## src/gtpf_pkg.sv

```systemverilog
// ----------------------------------------------------------------------------
// gtpf_pkg
// Types and constants shared by the gradient threshold pixel filter modules.
// ----------------------------------------------------------------------------
package gtpf_pkg;

  // Register indexes on the configuration port
  localparam int CFG_IDX_W  = 3;
  localparam int CFG_DATA_W = 11;

  localparam logic [CFG_IDX_W-1:0] REG_MODE        = 3'd0;
  localparam logic [CFG_IDX_W-1:0] REG_THRESHOLD   = 3'd1;
  localparam logic [CFG_IDX_W-1:0] REG_LOW_LEVEL   = 3'd2;
  localparam logic [CFG_IDX_W-1:0] REG_HIGH_LEVEL  = 3'd3;
  localparam logic [CFG_IDX_W-1:0] REG_COLOUR_MODE = 3'd4;
  localparam logic [CFG_IDX_W-1:0] REG_ROW_WIDTH   = 3'd5;

  // Output rules
  localparam logic [2:0] MODE_RAW       = 3'd1;
  localparam logic [2:0] MODE_GRAD_ORIG = 3'd2;
  localparam logic [2:0] MODE_GRAD_LOW  = 3'd3;
  localparam logic [2:0] MODE_HIGH_ORIG = 3'd4;
  localparam logic [2:0] MODE_HIGH_LOW  = 3'd5;

  // Request types
  localparam logic REQ_PIXEL = 1'b0;
  localparam logic REQ_FLUSH = 1'b1;

  // Register reset values
  localparam logic [2:0]  RST_MODE        = MODE_RAW;
  localparam logic [10:0] RST_THRESHOLD   = 11'd100;
  localparam logic [7:0]  RST_LOW_LEVEL   = 8'd255;
  localparam logic [7:0]  RST_HIGH_LEVEL  = 8'd128;
  localparam logic        RST_COLOUR_MODE = 1'b0;
  localparam logic [10:0] RST_ROW_WIDTH   = 11'd1024;

  // Gradient range: up to 6 * 255 = 1530
  localparam int GRAD_W = 11;
  localparam logic [GRAD_W-1:0] GRAD_SAT = 11'd255;

  typedef struct packed {
    logic [7:0] c2;
    logic [7:0] c1;
    logic [7:0] c0;
  } pix_t;

  typedef struct packed {
    logic [7:0] c0;
    logic [7:0] c1;
    logic [7:0] c2;
    logic       row_end;
  } res_t;

  typedef struct packed {
    logic [2:0]        mode;
    logic [GRAD_W-1:0] threshold;
    logic [7:0]        low_level;
    logic [7:0]        high_level;
    logic              colour_mode;
  } grad_cfg_t;

  // Neighborhood of the buffered pixel at the current column
  typedef struct packed {
    pix_t up;
    pix_t right;
    logic last;
    logic held;
  } nbr_t;

endpackage

```

## src/gtpf_grad.sv

```systemverilog
// ----------------------------------------------------------------------------
// gtpf_grad
// Forward-difference gradient, threshold compare and output rule selection.
// ----------------------------------------------------------------------------
module gtpf_grad (
  input  gtpf_pkg::grad_cfg_t cfg,
  input  gtpf_pkg::nbr_t      nbr,
  input  logic                is_flush,
  input  gtpf_pkg::pix_t      cur,
  output gtpf_pkg::res_t      res
);
  import gtpf_pkg::*;

  function automatic logic [7:0] absdiff(input logic [7:0] a, input logic [7:0] b);
    return (a >= b) ? (a - b) : (b - a);
  endfunction

  pix_t              below;
  logic [8:0]        d0, d1, d2;
  logic [GRAD_W-1:0] grad;
  logic [7:0]        grad_sat, lvl;
  logic [2:0]        m;
  logic              is_edge, use_grad, use_lvl;

  // On flush the pixel below is the pixel itself
  assign below = is_flush ? nbr.up : cur;

  assign d0 = {1'b0, absdiff(nbr.up.c0, below.c0)} + {1'b0, absdiff(nbr.up.c0, nbr.right.c0)};
  assign d1 = {1'b0, absdiff(nbr.up.c1, below.c1)} + {1'b0, absdiff(nbr.up.c1, nbr.right.c1)};
  assign d2 = {1'b0, absdiff(nbr.up.c2, below.c2)} + {1'b0, absdiff(nbr.up.c2, nbr.right.c2)};

  assign grad = cfg.colour_mode ? (GRAD_W'(d0) + GRAD_W'(d1) + GRAD_W'(d2)) : GRAD_W'(d0);
  assign grad_sat = (grad > GRAD_SAT) ? 8'hFF : grad[7:0];
  assign is_edge  = grad >= cfg.threshold;

  // Unknown rule codes fall back to raw gradient
  assign m = (cfg.mode < MODE_RAW || cfg.mode > MODE_HIGH_LOW) ? MODE_RAW : cfg.mode;

  assign use_grad = (m == MODE_RAW) ||
                    (is_edge && (m == MODE_GRAD_ORIG || m == MODE_GRAD_LOW));
  assign use_lvl  = (is_edge && (m == MODE_HIGH_ORIG || m == MODE_HIGH_LOW)) ||
                    (!is_edge && (m == MODE_GRAD_LOW || m == MODE_HIGH_LOW));
  assign lvl      = is_edge ? cfg.high_level : cfg.low_level;

  always_comb begin
    res         = '0;
    res.row_end = nbr.last;
    if (use_grad) begin
      res.c0 = grad_sat;
      if (cfg.colour_mode) begin
        res.c1 = grad_sat;
        res.c2 = grad_sat;
      end
    end else if (use_lvl) begin
      if (cfg.colour_mode) begin
        res.c2 = lvl;
      end else begin
        res.c0 = lvl;
      end
    end else begin
      res.c0 = nbr.up.c0;
      if (cfg.colour_mode) begin
        res.c1 = nbr.up.c1;
        res.c2 = nbr.up.c2;
      end
    end
  end

endmodule

```

## config.mk

```make
export PLATFORM = sky130hd
export DESIGN_NAME = gtpf_grad
export DESIGN_NICKNAME = d
export VERILOG_FILES = /design/src/gtpf_pkg.sv /design/src/gtpf_grad.sv
export SDC_FILE = /design/constraint.sdc
export NUM_CORES = 1
export LEC_CHECK = 0
export BUFFER_PORTS_ARGS = -buffer_cell sky130_fd_sc_hd__buf_2
export CAP_MARGIN = 5
export CORE_MARGIN = 5
export CORE_UTILIZATION = 40
export DETAILED_ROUTE_END_ITERATION = 8
export PLACE_DENSITY = 0.69
export SYNTH_ARGS = -nofsm -noshare
export SYNTH_HDL_FRONTEND = slang
export SYNTH_SLANG_ARGS = --single-unit
```

## constraint.sdc

```tcl
create_clock -name vclk -period 44.1
set_input_delay 11.025 -clock vclk [all_inputs]
set_output_delay 11.025 -clock vclk [all_outputs]
set_load 0.02 [all_outputs]
```

Word-level counts from Yosys, hierarchy flattened
Index checks and enable logic that the tools add are counted.
- reductions and logical operators: 10
- eq/ne operators: 5
- order comparisons: 10
- add/sub/neg operators: 17
- multiplexer cells: 19
- operators with widths (kind ; number):
    $mux 8 ; 13
    $sub 8x8->8 ; 12
    $ge 8x8->1 ; 6
    $mux 24 ; 2
    $mux 16 ; 2
    $add 8x8->9 ; 3
    $add 10x9->11 ; 1
    $ge 11x11->1 ; 1
    $gt 11x8->1 const B ; 1
    $mux 11 ; 1
    $add 9x9->10 ; 1
    $eq 3x2->1 const B ; 2
    $eq 3x3->1 const B ; 2
    $logic_or 1x1->1 ; 6
    $eq 3x1->1 const B ; 1
    $gt 3x3->1 const B ; 1
    $logic_and 1x1->1 ; 3
    $lt 3x1->1 const B ; 1
    $mux 3 ; 1
    $logic_not 1->1 ; 1
- output and inout port bits: 25
- word-level logic and storage cells: 61
- input port bits: 106
- register bits after elaboration: 0

Logic depth before layout (Yosys ltp)
- depth in word-level cells: 13
- depth in mapped cells: 43
- gate-level depth less buffers: 39

Worst setup path before layout
Ideal clock, no wire load.
- path kind: input -> output
- from: input is_flush
- to: output res[1] (netlist name)
- setup slack: 13407 ps
- cell stages on the path: 35
- data arrival time: 19668 ps
- data required time: 33075 ps
- path buffers: 4
- cell sequence: clkbuf_1 clkbuf_1 mux2i_1 inv_1 ha_1 inv_1 fa_1 a211oi_1 o21bai_1 a211oi_1 o21ai_1 clkbuf_1 mux2_2 ha_1 a211oi_1 o21bai_1 a211o_1 a31oi_1 xor2_1 fa_1 inv_1 fa_1 fa_1 ha_1 a21oi_1 o21ai_0 a311oi_1 nor2_1 ha_1 a2111o_1 o31ai_4 a21oi_1 nand2b_1 buf_1 o22ai_1
- RTL lines (what ; RTL line ; RTL):
    start: declaration ; gtpf_grad.sv:8 ; input logic is_flush,
    end: declaration ; gtpf_grad.sv:10 ; output gtpf_pkg::res_t res

==> flow_metrics.py <==
metrics = {
    "final_layout": {
        "design.seq.count": 0,
        "area_growth_pct": 12.9,
        "seq_area_sq_um": 0,
        "most-common-layout-cells": "inv_1 (141), buf_2 (128), ha_1 (122)",
        "final_common_cell": "inv_1",
        "drive_gt1_share_pct": 18.3,
        "clockBufferCount": 0,
        "final_nets": 1184,
    },
    "worst_hold_path": {
        "hold_end": "res[0]",
        "hold_depth": 0,
        "hp-class": "input port to output port",
        "hold_path.startpoint": "nbr[1]",
    },
    "die": {
        "die_w_um": 136,
        "rows": 45,
        "pin_count": 131,
        "coreArea_sq_mm": 0.0153,
        "die_area_sq_mm": 0.0184,
        "start_util_pct": 41.2,
        "die_h_um": 136,
    },
    "route": {
        "drtPass1Iterations": 4,
        "drtIter0Drc": 331,
        "vias": 6006,
        "routedWlPerCell_um": 16.0,
        "viasPerCell": 5.32,
        "drt-total-wl_um": 18000,
        "ant_nets": 0,
        "route.detailed.drc": 0,
    },
    "sta": {
        "finalSetupViolCount": 0,
        "max_freq_mhz": 31.0,
        "finalHoldViolations": 0,
        "worst_pin_slew_ps": 1020,
        "rsz0062_at_grt": "false",
        "slew_violations": 0,
        "setup_tns_ps": 0,
        "post-route-period-util_pct": 73.1,
        "slew_headroom_pct": 31.5,
        "finalCriticalPeriod_ps": 32240,
    },
    "clock_network": {
        "postCtsResizedCells": 0,
        "cts_setup_buffers": 0,
        "postCtsHoldBufs": 0,
    },
    "setup_path": {
        "crit_path_max_fanout": 24,
        "worstPathRequired_ps": 33070,
        "worstSetupPathType": "input port to output port",
        "endpoint_kind": "output port",
        "crit_path_top_delay_cell": "o21ai_1",
        "slowest_delay_ps": 810,
        "cp.arrival_ps": 21210,
        "startpoint_type": "input port",
    },
    "yosys": {
        "synthCells": 812,
        "ys_types": 55,
        "synth_area_leaders": "ha_1 (24%), fa_1 (12%), mux2i_1 (8.7%), inv_1 (8.4%), a21oi_1 (5.1%)",
        "yosysTopAreaCellShare_pct": 24.2,
        "synth_warnings": 0,
        "synth_area_sq_mm": 0.00630,
        "synth_area_per_cell_sq_um": 7.76,
        "yosysSeqAreaShare_pct": 0,
        "synth_top_cell_by_area": "ha_1",
        "synth_nets": 1077,
    },
    "grt": {
        "grt_max_degree": 25,
        "grt-ovfl-total": 0,
        "antenna_found_initial": 1,
        "grtUsageTotal_pct": 18.8,
        "grt_pass1_vias": 5823,
        "grt_pass1_wl_um": 28500,
    },
    "placement": {
        "dp_hpwl_um": 16000,
        "finalWeightedCongestion": 0.918,
        "port_buffers": 128,
    },
    "run": {
        "maxCapViolations": 0,
    },
    "outcome": {
        "outcome": "complete, no violations",
    },
}
==> worst max path at each step <==
stage | to | slack [ps] | depth (start not counted) | from
after floorplan | res[1] | 13410 | 35 | is_flush
after global placement | res[10] | 12030 | 37 | is_flush
after detailed placement | res[10] | 11880 | 37 | is_flush
after CTS | res[10] | 11860 | 37 | is_flush
after global routing | res[9] | 11140 | 37 | is_flush
final | res[9] | 11870 | 37 | is_flush
==> cells by family (layout without fill, tap and decap cells) <==
| group | count (synthesis) | count (layout) | share of synthesized area (%) |
|---|---|---|---|
| simple gates | 141 | 141 | 10.9 |
| buf+inv | 166 | 271 | 10.1 |
| mux | 79 | 79 | 13.0 |
| other cells | 0 | 1 | 0 |
| fa+ha+maj | 159 | 159 | 36.0 |
| compound gates | 222 | 222 | 23.8 |
| xor+xnor | 45 | 45 | 6.25 |
==> synthesized netlist by cell type, drive strengths merged (5+ instances only) <==
cell	count
a211oi	12
a21o	30
a21oi	64
a221oi	13
a31oi	9
buf	10
clkbuf	15
fa	37
ha	122
inv	141
mux2	24
mux2i	55
nand2	35
nand2b	6
nand3	12
nand4	6
nor2	43
nor2b	17
nor3	6
o211ai	5
o21a	8
o21ai	36
o21bai	9
o22ai	7
xnor2	33
xor2	12
==> metrics by stage <==
step	cell area, sq um	hold slack [ps]	utilization, %	instances	setup WS (ps)
detailed placement	7120	22050	46.5	1128	11880
finish	7120	22050	46.5	1129	11870
global route	7120	22050	46.5	1129	11140
CTS	7120	22050	46.5	1128	11860
global placement	7120	22050	46.5	1128	12030
floorplan	6300	22160	-	812	13410
==> cell type report <==
type / instances / area [sq um]
well taps: 211 / 264
inverters: 141 / 529
repair buffers: 130 / 656
fillers: 1601 / 8190
diodes: 1 / 2.50
multi-input cells: 646 / 5670
==> metal layers <==
| layer | part of all wire, % | vias up | GRT usage, % |
|---|---|---|---|
| met5 | 0 | - | 0 |
| met4 | 2.6 | 0 | 4.03 |
| met3 | 7.2 | 26 | 3.42 |
| met2 | 44 | 172 | 31.2 |
| met1 | 46 | 2768 | 25.5 |
| li1 | - | 3040 | - |
==> critical path: cells and delay by family <==
family | cells | cell delay [ps]
adders and majority gates | 8 | 2800
and+or+nand+nor | 3 | 700
buffers and inverters | 6 | 1330
AOI/OAI and AO/OA | 16 | 4200
muxes | 2 | 740
xor gates and xnor gates | 2 | 390
Power is not shown: default switching activity piles up to over one toggle a cycle in this logic, so the estimate is an artifact.
