File: src/gtpf_pkg.sv
// ----------------------------------------------------------------------------
// gtpf_pkg
// Types and constants shared by the gradient threshold pixel filter modules.
// ----------------------------------------------------------------------------
package gtpf_pkg;

  // Register indexes on the configuration port
  localparam int CFG_IDX_W  = 3;
  localparam int CFG_DATA_W = 11;

  localparam logic [CFG_IDX_W-1:0] REG_MODE        = 3'd0;
  localparam logic [CFG_IDX_W-1:0] REG_THRESHOLD   = 3'd1;
  localparam logic [CFG_IDX_W-1:0] REG_LOW_LEVEL   = 3'd2;
  localparam logic [CFG_IDX_W-1:0] REG_HIGH_LEVEL  = 3'd3;
  localparam logic [CFG_IDX_W-1:0] REG_COLOUR_MODE = 3'd4;
  localparam logic [CFG_IDX_W-1:0] REG_ROW_WIDTH   = 3'd5;

  // Output rules
  localparam logic [2:0] MODE_RAW       = 3'd1;
  localparam logic [2:0] MODE_GRAD_ORIG = 3'd2;
  localparam logic [2:0] MODE_GRAD_LOW  = 3'd3;
  localparam logic [2:0] MODE_HIGH_ORIG = 3'd4;
  localparam logic [2:0] MODE_HIGH_LOW  = 3'd5;

  // Request types
  localparam logic REQ_PIXEL = 1'b0;
  localparam logic REQ_FLUSH = 1'b1;

  // Register reset values
  localparam logic [2:0]  RST_MODE        = MODE_RAW;
  localparam logic [10:0] RST_THRESHOLD   = 11'd100;
  localparam logic [7:0]  RST_LOW_LEVEL   = 8'd255;
  localparam logic [7:0]  RST_HIGH_LEVEL  = 8'd128;
  localparam logic        RST_COLOUR_MODE = 1'b0;
  localparam logic [10:0] RST_ROW_WIDTH   = 11'd1024;

  // Gradient range: up to 6 * 255 = 1530
  localparam int GRAD_W = 11;
  localparam logic [GRAD_W-1:0] GRAD_SAT = 11'd255;

  typedef struct packed {
    logic [7:0] c2;
    logic [7:0] c1;
    logic [7:0] c0;
  } pix_t;

  typedef struct packed {
    logic [7:0] c0;
    logic [7:0] c1;
    logic [7:0] c2;
    logic       row_end;
  } res_t;

  typedef struct packed {
    logic [2:0]        mode;
    logic [GRAD_W-1:0] threshold;
    logic [7:0]        low_level;
    logic [7:0]        high_level;
    logic              colour_mode;
  } grad_cfg_t;

  // Neighborhood of the buffered pixel at the current column
  typedef struct packed {
    pix_t up;
    pix_t right;
    logic last;
    logic held;
  } nbr_t;

endpackage

File: src/gtpf_out_buf.sv
// ----------------------------------------------------------------------------
// gtpf_out_buf
// Result register with a skid entry so input and output stall independently.
// ----------------------------------------------------------------------------
module gtpf_out_buf (
  input  logic           clk,
  input  logic           rst,
  input  logic           push,
  input  gtpf_pkg::res_t din,
  input  logic           out_ready,
  output logic           can_take,
  output logic           out_valid,
  output gtpf_pkg::res_t dout
);
  import gtpf_pkg::*;

  res_t skid;
  logic skid_valid;
  logic pop;

  assign pop      = out_valid && out_ready;
  assign can_take = !skid_valid;

  always_ff @(posedge clk) begin
    if (rst) begin
      out_valid  <= 1'b0;
      skid_valid <= 1'b0;
    end else begin
      if (pop) begin
        if (skid_valid) begin
          dout       <= skid;
          skid_valid <= 1'b0;
        end else begin
          out_valid <= push;
          dout      <= din;
        end
      end else if (!out_valid) begin
        out_valid <= push;
        dout      <= din;
      end else if (push) begin
        // hold the new word until the output drains
        skid       <= din;
        skid_valid <= 1'b1;
      end
    end
  end

endmodule

File: config.mk
export PLATFORM = sky130hd
export DESIGN_NAME = gtpf_out_buf
export DESIGN_NICKNAME = d
export VERILOG_FILES = /design/src/gtpf_pkg.sv /design/src/gtpf_out_buf.sv
export SDC_FILE = /design/constraint.sdc
export NUM_CORES = 1
export LEC_CHECK = 0
export BUFFER_PORTS_ARGS = -buffer_cell sky130_fd_sc_hd__buf_2
export CAP_MARGIN = 15
export CORE_UTILIZATION = 46
export DETAILED_ROUTE_END_ITERATION = 7
export PLACE_DENSITY = 0.77
export REMOVE_ABC_BUFFERS = 1
export SLEW_MARGIN = 20
export SYNTH_ARGS = -nofsm -noshare
export SYNTH_HDL_FRONTEND = slang
export SYNTH_SLANG_ARGS = --single-unit
File: constraint.sdc
create_clock -name clk -period 3.6 [get_ports clk]
set_clock_uncertainty 0.05 [all_clocks]
set_input_delay 0.36 -clock clk [delete_from_list [all_inputs] [get_ports clk]]
set_output_delay 0.36 -clock clk [all_outputs]
set_load 0.02 [all_outputs]
### After elaboration in Yosys (flattened, before gate mapping)

Cells that the tools add are included.

| operators by class | value |
|---|---|
| equal/unequal tests | 2 |
| multiplexer cells | 6 |
| bitwise logic cells | 2 |
| reductions and logical operators | 6 |

Operators with widths:

| operator | number |
|---|---|
| $mux W25 | 3 |
| $reduce_and A2 Y1 | 2 |
| $reduce_and A4 Y1 | 1 |
| $mux W1 | 3 |
| $ne A2 B1 Y1 const B | 1 |
| $ne A2 B2 Y1 const B | 1 |
| $not A1 Y1 | 2 |
| $reduce_or A2 Y1 | 1 |
| $logic_and A1 B1 Y1 | 1 |
| $logic_not A1 Y1 | 1 |

| word-level totals | value |
|---|---|
| register bits | 52 |

### Longest topological paths before layout

Gate-level depths: netlist of run 1.

| logic depth | value |
|---|---|
| word-level depth | 3 |
| depth in mapped cells | 3 |
| gate-level depth less buffers | 3 |

### Worst setup path before layout of run 1

No wires, ideal clock.

| path | value |
|---|---|
| path type | flip-flop to flip-flop |
| start | register out_valid |
| end | register skid[0] in the netlist's numbering, enable pin |
| library setup time | 471 ps |
| arrival time | 3,098 ps |
| data required time | 3,079 ps |
| path slack | -19 ps |
| stages on the path, launching flop included | 2 |
| path buffers | 0 |
| cell sequence | dfxtp_1 -> nor4bb_1 |

| between the ends | value |
|---|---|
| cells in the longest elaborated chain, start to end | 3 |

RTL lines:

| element | RTL line | RTL |
|---|---|---|
| start: declaration | gtpf_out_buf.sv:12 | `output logic out_valid,` |
| start signal: assignment | gtpf_out_buf.sv:34 | `out_valid <= push;` |
| start signal: assignment | gtpf_out_buf.sv:38 | `out_valid <= push;` |
| $logic_and A1 B1 Y1 | gtpf_out_buf.sv:21 | `assign pop = out_valid && out_ready;` |
| $not A1 Y1 (no line) | -- |  |
| $reduce_and A4 Y1 (no line) * | -- |  |
| end signal: assignment | gtpf_out_buf.sv:42 | `skid <= din;` |
| end: declaration | gtpf_out_buf.sv:17 | `res_t skid;` |

Mark *: on every way between the ends. The rest lies on a longest branch, timed or not.
A chain may end at the register's enable or synchronous reset.

### Final worst setup path of run 1

| path | value |
|---|---|
| start | register out_valid |
| end | register dout[5] in the netlist's numbering (data pin) |

| between the ends | value |
|---|---|
| cells in the longest elaborated chain, start to end | 2 |

RTL lines:

| element | RTL line | RTL |
|---|---|---|
| $logic_and A1 B1 Y1 | gtpf_out_buf.sv:21 |  |
| $mux W25 | gtpf_out_buf.sv:29 | `if (pop) begin` |
| end signal: assignment | gtpf_out_buf.sv:31 | `dout <= skid;` |
| end signal: assignment | gtpf_out_buf.sv:35 | `dout <= din;` |
| end signal: assignment | gtpf_out_buf.sv:39 | `dout <= din;` |
| end: declaration | gtpf_out_buf.sv:13 | `output gtpf_pkg::res_t dout` |

No other way between the ends.

==> results.json, run 1 <==
{
  "placeableCoreArea_sq_mm": 0.004086,
  "place.port_buffers": 55,
  "timing.fmax_ghz": 0.5982,
  "core.rowCount": 23,
  "cts.sinks": 52,
  "antenna_found_initial": 0,
  "hold_buffers": 0,
  "grt_first_pass_wirelength_mm": 4.988,
  "synth.yosys.warnings": 0,
  "cts-root-buf": "sky130_fd_sc_hd__clkbuf_8",
  "drt-initial-drc-count": 77,
  "global_route.overflow_total": 0,
  "rsz0062_at_grt": "false",
  "critPathArrivalTime_ps": 1670,
  "critPathCaptureType": "flop",
  "routed-via-count": 1011,
  "yosysMostFrequentCell": "sky130_fd_sc_hd__edfxtp_1",
  "max-clock-path-buffers": 2,
  "number_of_gates_resized_after_cts": 0,
  "status": "finished, final reports clean",
  "total_leakage_power_nw": 0.9979,
  "most_instantiated_flip_flop_cell_in_the_synthesis_netlist": "sky130_fd_sc_hd__edfxtp_1",
  "slew_headroom_pct": 67.53,
  "grt_pass1_vias": 1108,
  "htree_num_levels": 2,
  "setup.reg_to_reg.worst_slack_ps": 1930,
  "antenna_cells": 0,
  "drtPass1Iterations": 4,
  "critical_path_peak_fanout": 25,
  "drv_cap": 0,
  "leading_area_contributor_after_synthesis": "sky130_fd_sc_hd__edfxtp_1",
  "timing.final.max_slew_violations": 0,
  "min_from": "din[3]",
  "floorplan.die_area_sq_mm": 0.004586,
  "min-delay-path-class": "in -> reg",
  "io_pins": 56,
  "clock_period_minus_final_worst_setup_slack_ps": 1672,
  "cp_data_required_time_ps": 3600,
  "area_of_the_multi_input_gates_sq_um": 430.4,
  "postPlaceCellArea_sq_mm": 0.002336,
  "worstHoldPathCells": 1,
  "setup_viol_count_final": 0,
  "hold_slack_ps": 207.4,
  "num-fill-cells": 314,
  "antenna_violating_nets_post_route": 0,
  "globalplace.congestion": 0.7134,
  "yosys.cell_types.count": 11,
  "cts-buffers-inserted": 5,
  "worstReg2RegEnd": "dout[5]",
  "postSynthCellCount": 89,
  "die_x_um": 67.72,
  "synth_top_cells_by_count": "sky130_fd_sc_hd__edfxtp_1 (50), sky130_fd_sc_hd__mux2_4 (20), sky130_fd_sc_hd__mux2_2 (5)",
  "initial_core_util_pct": 48.62,
  "clk_transition_reported_paths_ps": 80,
  "cts_tree": "built",
  "routed_wire_length_per_instance_um": 15.18,
  "route.detailed.vias_per_inst": 5.005,
  "drcViolationCount": 0,
  "category_of_the_worst_setup_path_launch_point": "flop",
  "post_synth_main_area_contributors": "sky130_fd_sc_hd__edfxtp_1 (76%), sky130_fd_sc_hd__mux2_4 (15%), sky130_fd_sc_hd__mux2_2 (2.8%)",
  "globalRouteTotalUtil_pct": 15.41,
  "vdd_ir_drop_max_uv": 266.4,
  "synth_enable_flop_cells": 50,
  "power.total_mw": 1.102,
  "asyncSetResetFlopFracSynth_pct": 0,
  "final-seq-area_sq_mm": 0.001541,
  "area_growth_pct": 21.73,
  "placed_cells": 194,
  "design.final.nets": 180,
  "grt_start_max_net_pins": 26,
  "crit_start": "out_valid",
  "post-route-period-util_pct": 46.44,
  "yosys.area.top_type_share_pct": 75.57,
  "design_area_sq_mm": 0.002419,
  "tightestPinTransition_ps": 487.1,
  "routed_wirelength_mm": 3.066,
  "reg2regPathDepth": 2,
  "layoutNonFillerInstCount": 202,
  "post_cts_buffers": 0,
  "insertion_delay_ps": 290,
  "reg2reg_start": "out_valid",
  "hold_viol_final": 0,
  "worstSetupPathType": "reg -> reg",
  "whs_endpoint": "skid[3]",
  "power.density_cell_area_mw_per_mm2": 455.6,
  "syn-mean-instance-area_sq_um": 22.32,
  "synth.yosys.seq_area_share_pct": 77.58,
  "chipHeight_um": 67.72,
  "ys_ff_latch": 52,
  "final_layout_size_suffix_gt1_share_pct": 60.53,
  "synthesis.area_sq_mm": 0.001987
}
-- report_power, final --
| part | internal, mW | switching, mW |
|---|---|---|
| sequential | 0.689 | 0.00775 |
| combinational | 0.0462 | 0.0559 |
| clock | 0.132 | 0.171 |
| total | 0.867 | 0.234 |
-- how the worst max path moves through the flow --
stage | slack [ps] | endpoint | cells after the start
floorplan | -20 | skid[0] | 1
global placement | 1940 | dout[11] | 4
detailed placement | 1870 | dout[7] | 4
CTS | 1920 | dout[5] | 2
global route | 1860 | dout[8] | 2
finish | 1930 | dout[5] | 2
-- cells by family (layout without fill, tap and decap cells) --
group	Yosys count	after routing	synth area share [%]
AO/OA/AOI/OAI	5	5	1.385
flip-flops	52	52	77.58
buffers and inverters	5	68	1.700
AND/OR/NAND/NOR	2	2	1.386
multiplexers	25	25	17.95
-- metrics by stage --
step                      setup slack (ps)  setup TNS (ps)  util, %
after floorplan                     -18.90          -472.5        -
after global placement                1936               0    57.16
after CTS                             1920               0    59.19
final                                 1928               0    59.19
after global routing                  1861               0    59.19
after detailed placement              1866               0    57.16
-- per-layer routing --
metal  vias up  GRT usage, %  wire [um]
met3         4         6.926        211
met5         -             0          0
met4         0         4.521         22
li1        472             -          -
met1       496         16.98       1244
met2        39         26.49       1587
-- cells in the final DEF (no fill, tap or decap) --
cell type | netlist | routed
sky130_fd_sc_hd__nand3_4 | 1 | 1
sky130_fd_sc_hd__clkinv_1 | 0 | 1
sky130_fd_sc_hd__o21ai_0 | 1 | 1
sky130_fd_sc_hd__inv_1 | 3 | 3
sky130_fd_sc_hd__clkinv_2 | 0 | 2
sky130_fd_sc_hd__mux2_4 | 20 | 20
sky130_fd_sc_hd__edfxtp_1 | 50 | 50
sky130_fd_sc_hd__buf_2 | 0 | 55
sky130_fd_sc_hd__a21oi_2 | 0 | 1
sky130_fd_sc_hd__dfxtp_1 | 2 | 2
sky130_fd_sc_hd__nor4bb_4 | 0 | 1
sky130_fd_sc_hd__a21oi_1 | 3 | 2
sky130_fd_sc_hd__clkbuf_8 | 0 | 5
sky130_fd_sc_hd__mux2_2 | 5 | 5
sky130_fd_sc_hd__a211oi_1 | 1 | 1
sky130_fd_sc_hd__buf_4 | 0 | 2
-- area by class of cell --
cell class	count	area share, %
Clock inverter	3	0.5691
Clock buffer	5	2.845
Timing Repair Buffer	57	12.00
Sequential cell	52	63.74
Inverter	3	0.4656
Tap cell	50	2.587
Multi-Input combinational cell	32	17.80
-- registers in the layout, summed over array words and instances, names as in the netlist --
register and flops:
skid 25, out_valid 1, skid_valid 1, dout 25
-- worst max-delay path, cell delays in order, from the launching register on --
cell and delay [ps]:
sky130_fd_sc_hd__dfxtp_1 490, sky130_fd_sc_hd__nand3_4 440, sky130_fd_sc_hd__mux2_4 440
(Power assumes the default switching activity.)
==> inputs of run 2 (changes only) <==
CORE_UTILIZATION = 51   (was 46)
PLACE_DENSITY = 0.8   (was 0.77)
clock period = 1.71 ns   (was 3.6 ns; I/O delays follow)
==> run 2 against run 1 <==
Compared with the run above: power increased by 120%; final cell count grew 2.0%; global-route usage grew 1.9 points; worst setup slack lost 1700 ps; largest cell class unchanged.
==> results.json, run 2 (synthesis gave the netlist of run 1 again) <==
{
  "io_pins": 56,
  "total_leakage_power_nw": 1.028,
  "final-seq-area_sq_mm": 0.001541,
  "die_x_um": 64.42,
  "cts-root-buf": "sky130_fd_sc_hd__clkbuf_8",
  "grt_pass1_vias": 1032,
  "global_route.overflow_total": 0,
  "wirelength_met1_mm": 1.349,
  "power.density_cell_area_mw_per_mm2": 964.7,
  "critPathArrivalTime_ps": 1440,
  "share_clk_of_total_power_pct": 29.1,
  "placeableCoreArea_sq_mm": 0.003689,
  "drv_cap": 0,
  "highest_layer": "met4",
  "category_of_the_worst_setup_path_launch_point": "flop",
  "globalRouteTotalUtil_pct": 17.27,
  "biggestRegsByFlops": "dout x25, skid x25",
  "initial_core_util_pct": 53.87,
  "place.port_buffers": 55,
  "routed_wirelength_mm": 3.348,
  "routed_wire_length_per_instance_um": 16.25,
  "chipHeight_um": 64.42,
  "setup.reg_to_reg.worst_slack_ps": 220,
  "routed-via-count": 1016,
  "placed_cells": 196,
  "grt_first_pass_wirelength_mm": 5.161,
  "final_hpwl_dp_mm": 2.472,
  "cts.sinks": 52,
  "cts_tree": "built",
  "core.rowCount": 22,
  "dp_slack_ps": 225.9,
  "antenna_cells": 0,
  "globalplace.congestion": 0.7641,
  "htree_num_levels": 2,
  "postPlaceCellArea_sq_mm": 0.002364,
  "cts-buffers-inserted": 5,
  "min-delay-path-class": "in -> reg",
  "slew_headroom_pct": 80.33,
  "num-fill-cells": 269,
  "drt-initial-drc-count": 29,
  "clock_period_minus_final_worst_setup_slack_ps": 1489,
  "most-common-layout-cells": "sky130_fd_sc_hd__buf_2 (55), sky130_fd_sc_hd__edfxtp_1 (50), sky130_fd_sc_hd__mux2_4 (20), sky130_fd_sc_hd__buf_4 (6)",
  "hold_viol_final": 0,
  "p_switching_mw": 0.5398,
  "area_of_the_multi_input_gates_sq_um": 430.4,
  "grt_start_max_net_pins": 18,
  "wl_met3_um": 208,
  "antenna_found_initial": 0,
  "hold_slack_ps": 5.991,
  "critPathCaptureType": "flop",
  "design_area_sq_mm": 0.002475,
  "timing.fmax_ghz": 0.6715,
  "insertion_delay_ps": 300,
  "sw_frac_of_total_pct": 22.61,
  "setup_viol_count_final": 0,
  "area_growth_pct": 24.56,
  "antenna_violating_nets_post_route": 0,
  "max-clock-path-buffers": 2,
  "comb_power_share_pct": 9.4,
  "number_of_gates_resized_after_cts": 0,
  "post-route-period-util_pct": 87.08,
  "wl_met2_mm": 1.781,
  "setup_slack_ps": 220.9,
  "clk_transition_reported_paths_ps": 90,
  "drtPass1Iterations": 4,
  "floorplan.die_area_sq_mm": 0.004149,
  "seqPwrFrac_pct": 61.5,
  "p_int_mw": 1.848,
  "rsz0062_at_grt": "false",
  "tightestPinTransition_ps": 294.6,
  "final_layout_size_suffix_gt1_share_pct": 61.39,
  "layoutNonFillerInstCount": 206,
  "final_common_cell": "sky130_fd_sc_hd__buf_2",
  "design.final.nets": 186,
  "timing.final.max_slew_violations": 0,
  "cp_data_required_time_ps": 1660,
  "worstSetupPathType": "reg -> reg",
  "status": "finished, final reports clean",
  "route.detailed.vias_per_inst": 4.932,
  "drcViolationCount": 0,
  "vdd_ir_drop_max_uv": 676.3,
  "critical_path_peak_fanout": 14
}
==> run 2: cell types whose count changed in the layout (fill, tap and decap cells not counted) <==
cell / before / now
sky130_fd_sc_hd__clkinv_2: 2 / 1
sky130_fd_sc_hd__dlygate4sd3_1: 0 / 2
sky130_fd_sc_hd__buf_4: 2 / 6
sky130_fd_sc_hd__clkinv_1: 1 / 0
sky130_fd_sc_hd__clkinv_4: 0 / 1
sky130_fd_sc_hd__inv_6: 0 / 1
==> run 2: stage by stage <==
| step | TNS [ps] | util, % | power (mW) |
|---|---|---|---|
| 2_1_floorplan | -59390 | - | 1.617 |
| 3_3_place_gp | 0 | 64.08 | 1.710 |
| 3_5_place_dp | 0 | 64.08 | 1.723 |
| 4_1_cts | 0 | 66.83 | 2.405 |
| 5_1_grt | 0 | 67.10 | 2.456 |
| 6_report | 0 | 67.10 | 2.387 |
==> run 2: power by group through the flow <==
stage                     Clock [mW]  Combinational, mW  Sequential (mW)
after floorplan                    0             0.0701             1.55
after global placement             0              0.216             1.49
after detailed placement           0              0.225             1.50
after CTS                      0.709              0.227             1.47
after global routing           0.742              0.241             1.47
final                          0.694              0.226             1.47
==> run 2: final timing paths <==
path             start  depth (start not counted)        to
max          out_valid                          2  skid[14]
min             din[0]                          1   skid[0]
max reg2reg  out_valid                          2  skid[14]
min reg2reg   skid[14]                          1  dout[14]
==> run 2: cell type report <==
type	instances	area share (%)
clock buffer	5	2.781
inverter	3	0.4550
sequential	52	62.29
tap	48	2.427
multi-input combinational	32	17.39
clock inverter	3	0.9100
timing repair buffer	63	13.75
==> run 2: what timing repair did <==
item	4_1_cts	5_1_grt
hold buffers	1	1
hold endpoints to repair	1	1
buffers inserted	0	0
==> run 2: worst max-delay path, cell delays in order (launching register included) <==
cell and delay (ps):
sky130_fd_sc_hd__dfxtp_1 500, sky130_fd_sc_hd__nor4bb_4 370, sky130_fd_sc_hd__buf_4 270
==> run 2: per-layer routing <==
layer  GRT usage [%]  vias to the layer above
li1                -                      486
met1           21.02                      482
met2           30.39                       46
met3           5.282                        2
met4           3.333                        0
met5               0                        -
==> inputs of run 3 (changes only) <==
CORE_UTILIZATION = 35   (was 51)
PLACE_DENSITY = 0.59   (was 0.8)
==> run 3 against run 2 <==
Compared with the run above: power is essentially flat; final cell count increased by 15%; first-iteration DRC count grew to 3.2 times the previous value; sequential cell count stayed put; utilization down 20 points; critical path type unchanged.
==> results.json, run 3 (synthesis gave the netlist of run 1 again) <==
{
  "critPathCaptureType": "flop",
  "chipHeight_um": 77.35,
  "drt-initial-drc-count": 92,
  "design.final.nets": 192,
  "setup_slack_ps": 200.5,
  "total_leakage_power_nw": 1.054,
  "num-fill-cells": 478,
  "power.density_cell_area_mw_per_mm2": 921.5,
  "placed_cells": 218,
  "setup.reg_to_reg.worst_slack_ps": 200,
  "final_hpwl_dp_mm": 2.342,
  "vdd_ir_drop_max_uv": 450.5,
  "reg2reg_start": "out_valid",
  "drv_cap": 0,
  "min_from": "din[3]",
  "setup_viol_count_final": 0,
  "cts-root-buf": "sky130_fd_sc_hd__clkbuf_8",
  "crit_slowest_cell": "sky130_fd_sc_hd__dfxtp_1",
  "post-route-period-util_pct": 88.27,
  "io_pins": 56,
  "dp_slack_ps": 211.4,
  "clk_transition_reported_paths_ps": 90,
  "hold_slack_ps": 9.113,
  "routed_wirelength_mm": 3.391,
  "antenna_cells": 0,
  "timing.final.max_slew_violations": 0,
  "floorplan.die_area_sq_mm": 0.005982,
  "globalRouteTotalUtil_pct": 12.36,
  "layoutNonFillerInstCount": 236,
  "global_route.overflow_total": 0,
  "final_common_cell": "sky130_fd_sc_hd__buf_2",
  "critical_path.cell_chain": "nand3_4 -> buf_12 -> mux2_4",
  "whs_endpoint": "skid[3]",
  "critPathArrivalTime_ps": 1520,
  "antenna_violating_nets_post_route": 0,
  "route.detailed.vias_per_inst": 4.500,
  "cp_data_required_time_ps": 1720,
  "cts.sinks": 52,
  "postPlaceCellArea_sq_mm": 0.002404,
  "worstSetupPathType": "reg -> reg",
  "clock_period_minus_final_worst_setup_slack_ps": 1509,
  "power.total_mw": 2.389,
  "design_area_sq_mm": 0.002592,
  "slew_headroom_pct": 80.72,
  "grt_pass1_vias": 1095,
  "grt_start_max_net_pins": 26,
  "most-common-layout-cells": "sky130_fd_sc_hd__buf_2 (55), sky130_fd_sc_hd__edfxtp_1 (50), sky130_fd_sc_hd__mux2_4 (20), sky130_fd_sc_hd__dlygate4sd3_1 (10)",
  "grt_first_pass_wirelength_mm": 5.423,
  "initial_core_util_pct": 36.31,
  "crit_buf_inv": 1,
  "cts_tree": "built",
  "status": "finished, final reports clean",
  "htree_num_levels": 2,
  "min-delay-path-class": "in -> reg",
  "insertion_delay_ps": 300,
  "cpLargestDelayFamily": "flip-flops",
  "rsz0062_at_grt": "false",
  "final_layout_size_suffix_gt1_share_pct": 57.32,
  "hold_viol_final": 0,
  "crit_start": "out_valid",
  "max-clock-path-buffers": 2,
  "drtPass1Iterations": 4,
  "worstHoldPathCells": 1,
  "number_of_gates_resized_after_cts": 0,
  "routed_wire_length_per_instance_um": 14.37,
  "antenna_found_initial": 0,
  "routed-via-count": 1062,
  "globalplace.congestion": 0.7002,
  "crit_path_max_incr_delay_ps": 490,
  "category_of_the_worst_setup_path_launch_point": "flop",
  "core.rowCount": 27,
  "biggestRegsByFlops": "dout x25, skid x25",
  "timing.fmax_ghz": 0.6625,
  "drcViolationCount": 0,
  "die_x_um": 77.35,
  "place.port_buffers": 55,
  "reg2regPathDepth": 3,
  "worstReg2RegEnd": "dout[13]",
  "placeableCoreArea_sq_mm": 0.005473,
  "critical_path_peak_fanout": 19,
  "cts-buffers-inserted": 5,
  "area_growth_pct": 30.48,
  "tightestPinTransition_ps": 288.9
}
-- run 3: cell types whose count changed in the layout (fill, tap and decap cells not counted) --
cell | before | now
sky130_fd_sc_hd__buf_12 | 0 | 2
sky130_fd_sc_hd__clkbuf_1 | 0 | 1
sky130_fd_sc_hd__clkinv_2 | 1 | 0
sky130_fd_sc_hd__buf_4 | 6 | 2
sky130_fd_sc_hd__clkinvlp_4 | 0 | 1
sky130_fd_sc_hd__dlygate4sd3_1 | 2 | 10
sky130_fd_sc_hd__inv_6 | 1 | 0
-- run 3: per-layer routing --
metal	share of wire, %	routed length, um	track usage (%)
met1	42	1431	14.45
met2	51	1732	20.88
met3	4.7	158	2.941
met4	2.0	68	6.792
met5	0	0	0
-- run 3: power breakdown --
part	leakage, nW	total, mW	internal (mW)	switching (mW)
clock network	0.0414	0.682	0.291	0.391
logic	0.528	0.240	0.116	0.123
registers	0.484	1.47	1.45	0.0165
total	1.05	2.39	1.86	0.531
-- run 3: worst max path at each step --
stage,cells after the start,slack (ps),to
after CTS,3,190,dout[8]
after global routing,3,120,dout[8]
final,3,200,dout[13]
after detailed placement,3,210,dout[14]
after global placement,3,250,dout[9]
after floorplan,1,-1910,skid[0]
-- run 3: cell type report --
cell class	instances	area, sq um	area share (%)
timing repair buffer	69	430.4	16.60
inverter	3	11.26	0.4344
multi-input combinational	32	430.4	16.60
tap	72	90.09	3.475
clock inverter	2	16.27	0.6274
sequential	52	1541	59.46
clock buffer	6	72.57	2.799
-- run 3: per-stage QoR --
stage	setup TNS, ps	utilization, %
after global placement	0	43.92
after CTS	0	46.82
after detailed placement	0	43.92
final	0	47.37
after floorplan	-59390	-
after global routing	0	47.37
-- run 3: worst register-to-register path: cells and delay by family (launching register included) --
| family | cells | cell delay (ps) |
|---|---|---|
| DFF | 1 | 490 |
| buffers and inverters | 1 | 220 |
| muxes | 1 | 310 |
| and+or+nand+nor | 1 | 200 |
-- run 3: what timing repair did --
| action | 4_1_cts | 5_1_grt |
|---|---|---|
| hold endpoints to repair | 7 | 3 |
| setup buffers | 0 | 0 |
| hold buffers | 7 | 3 |
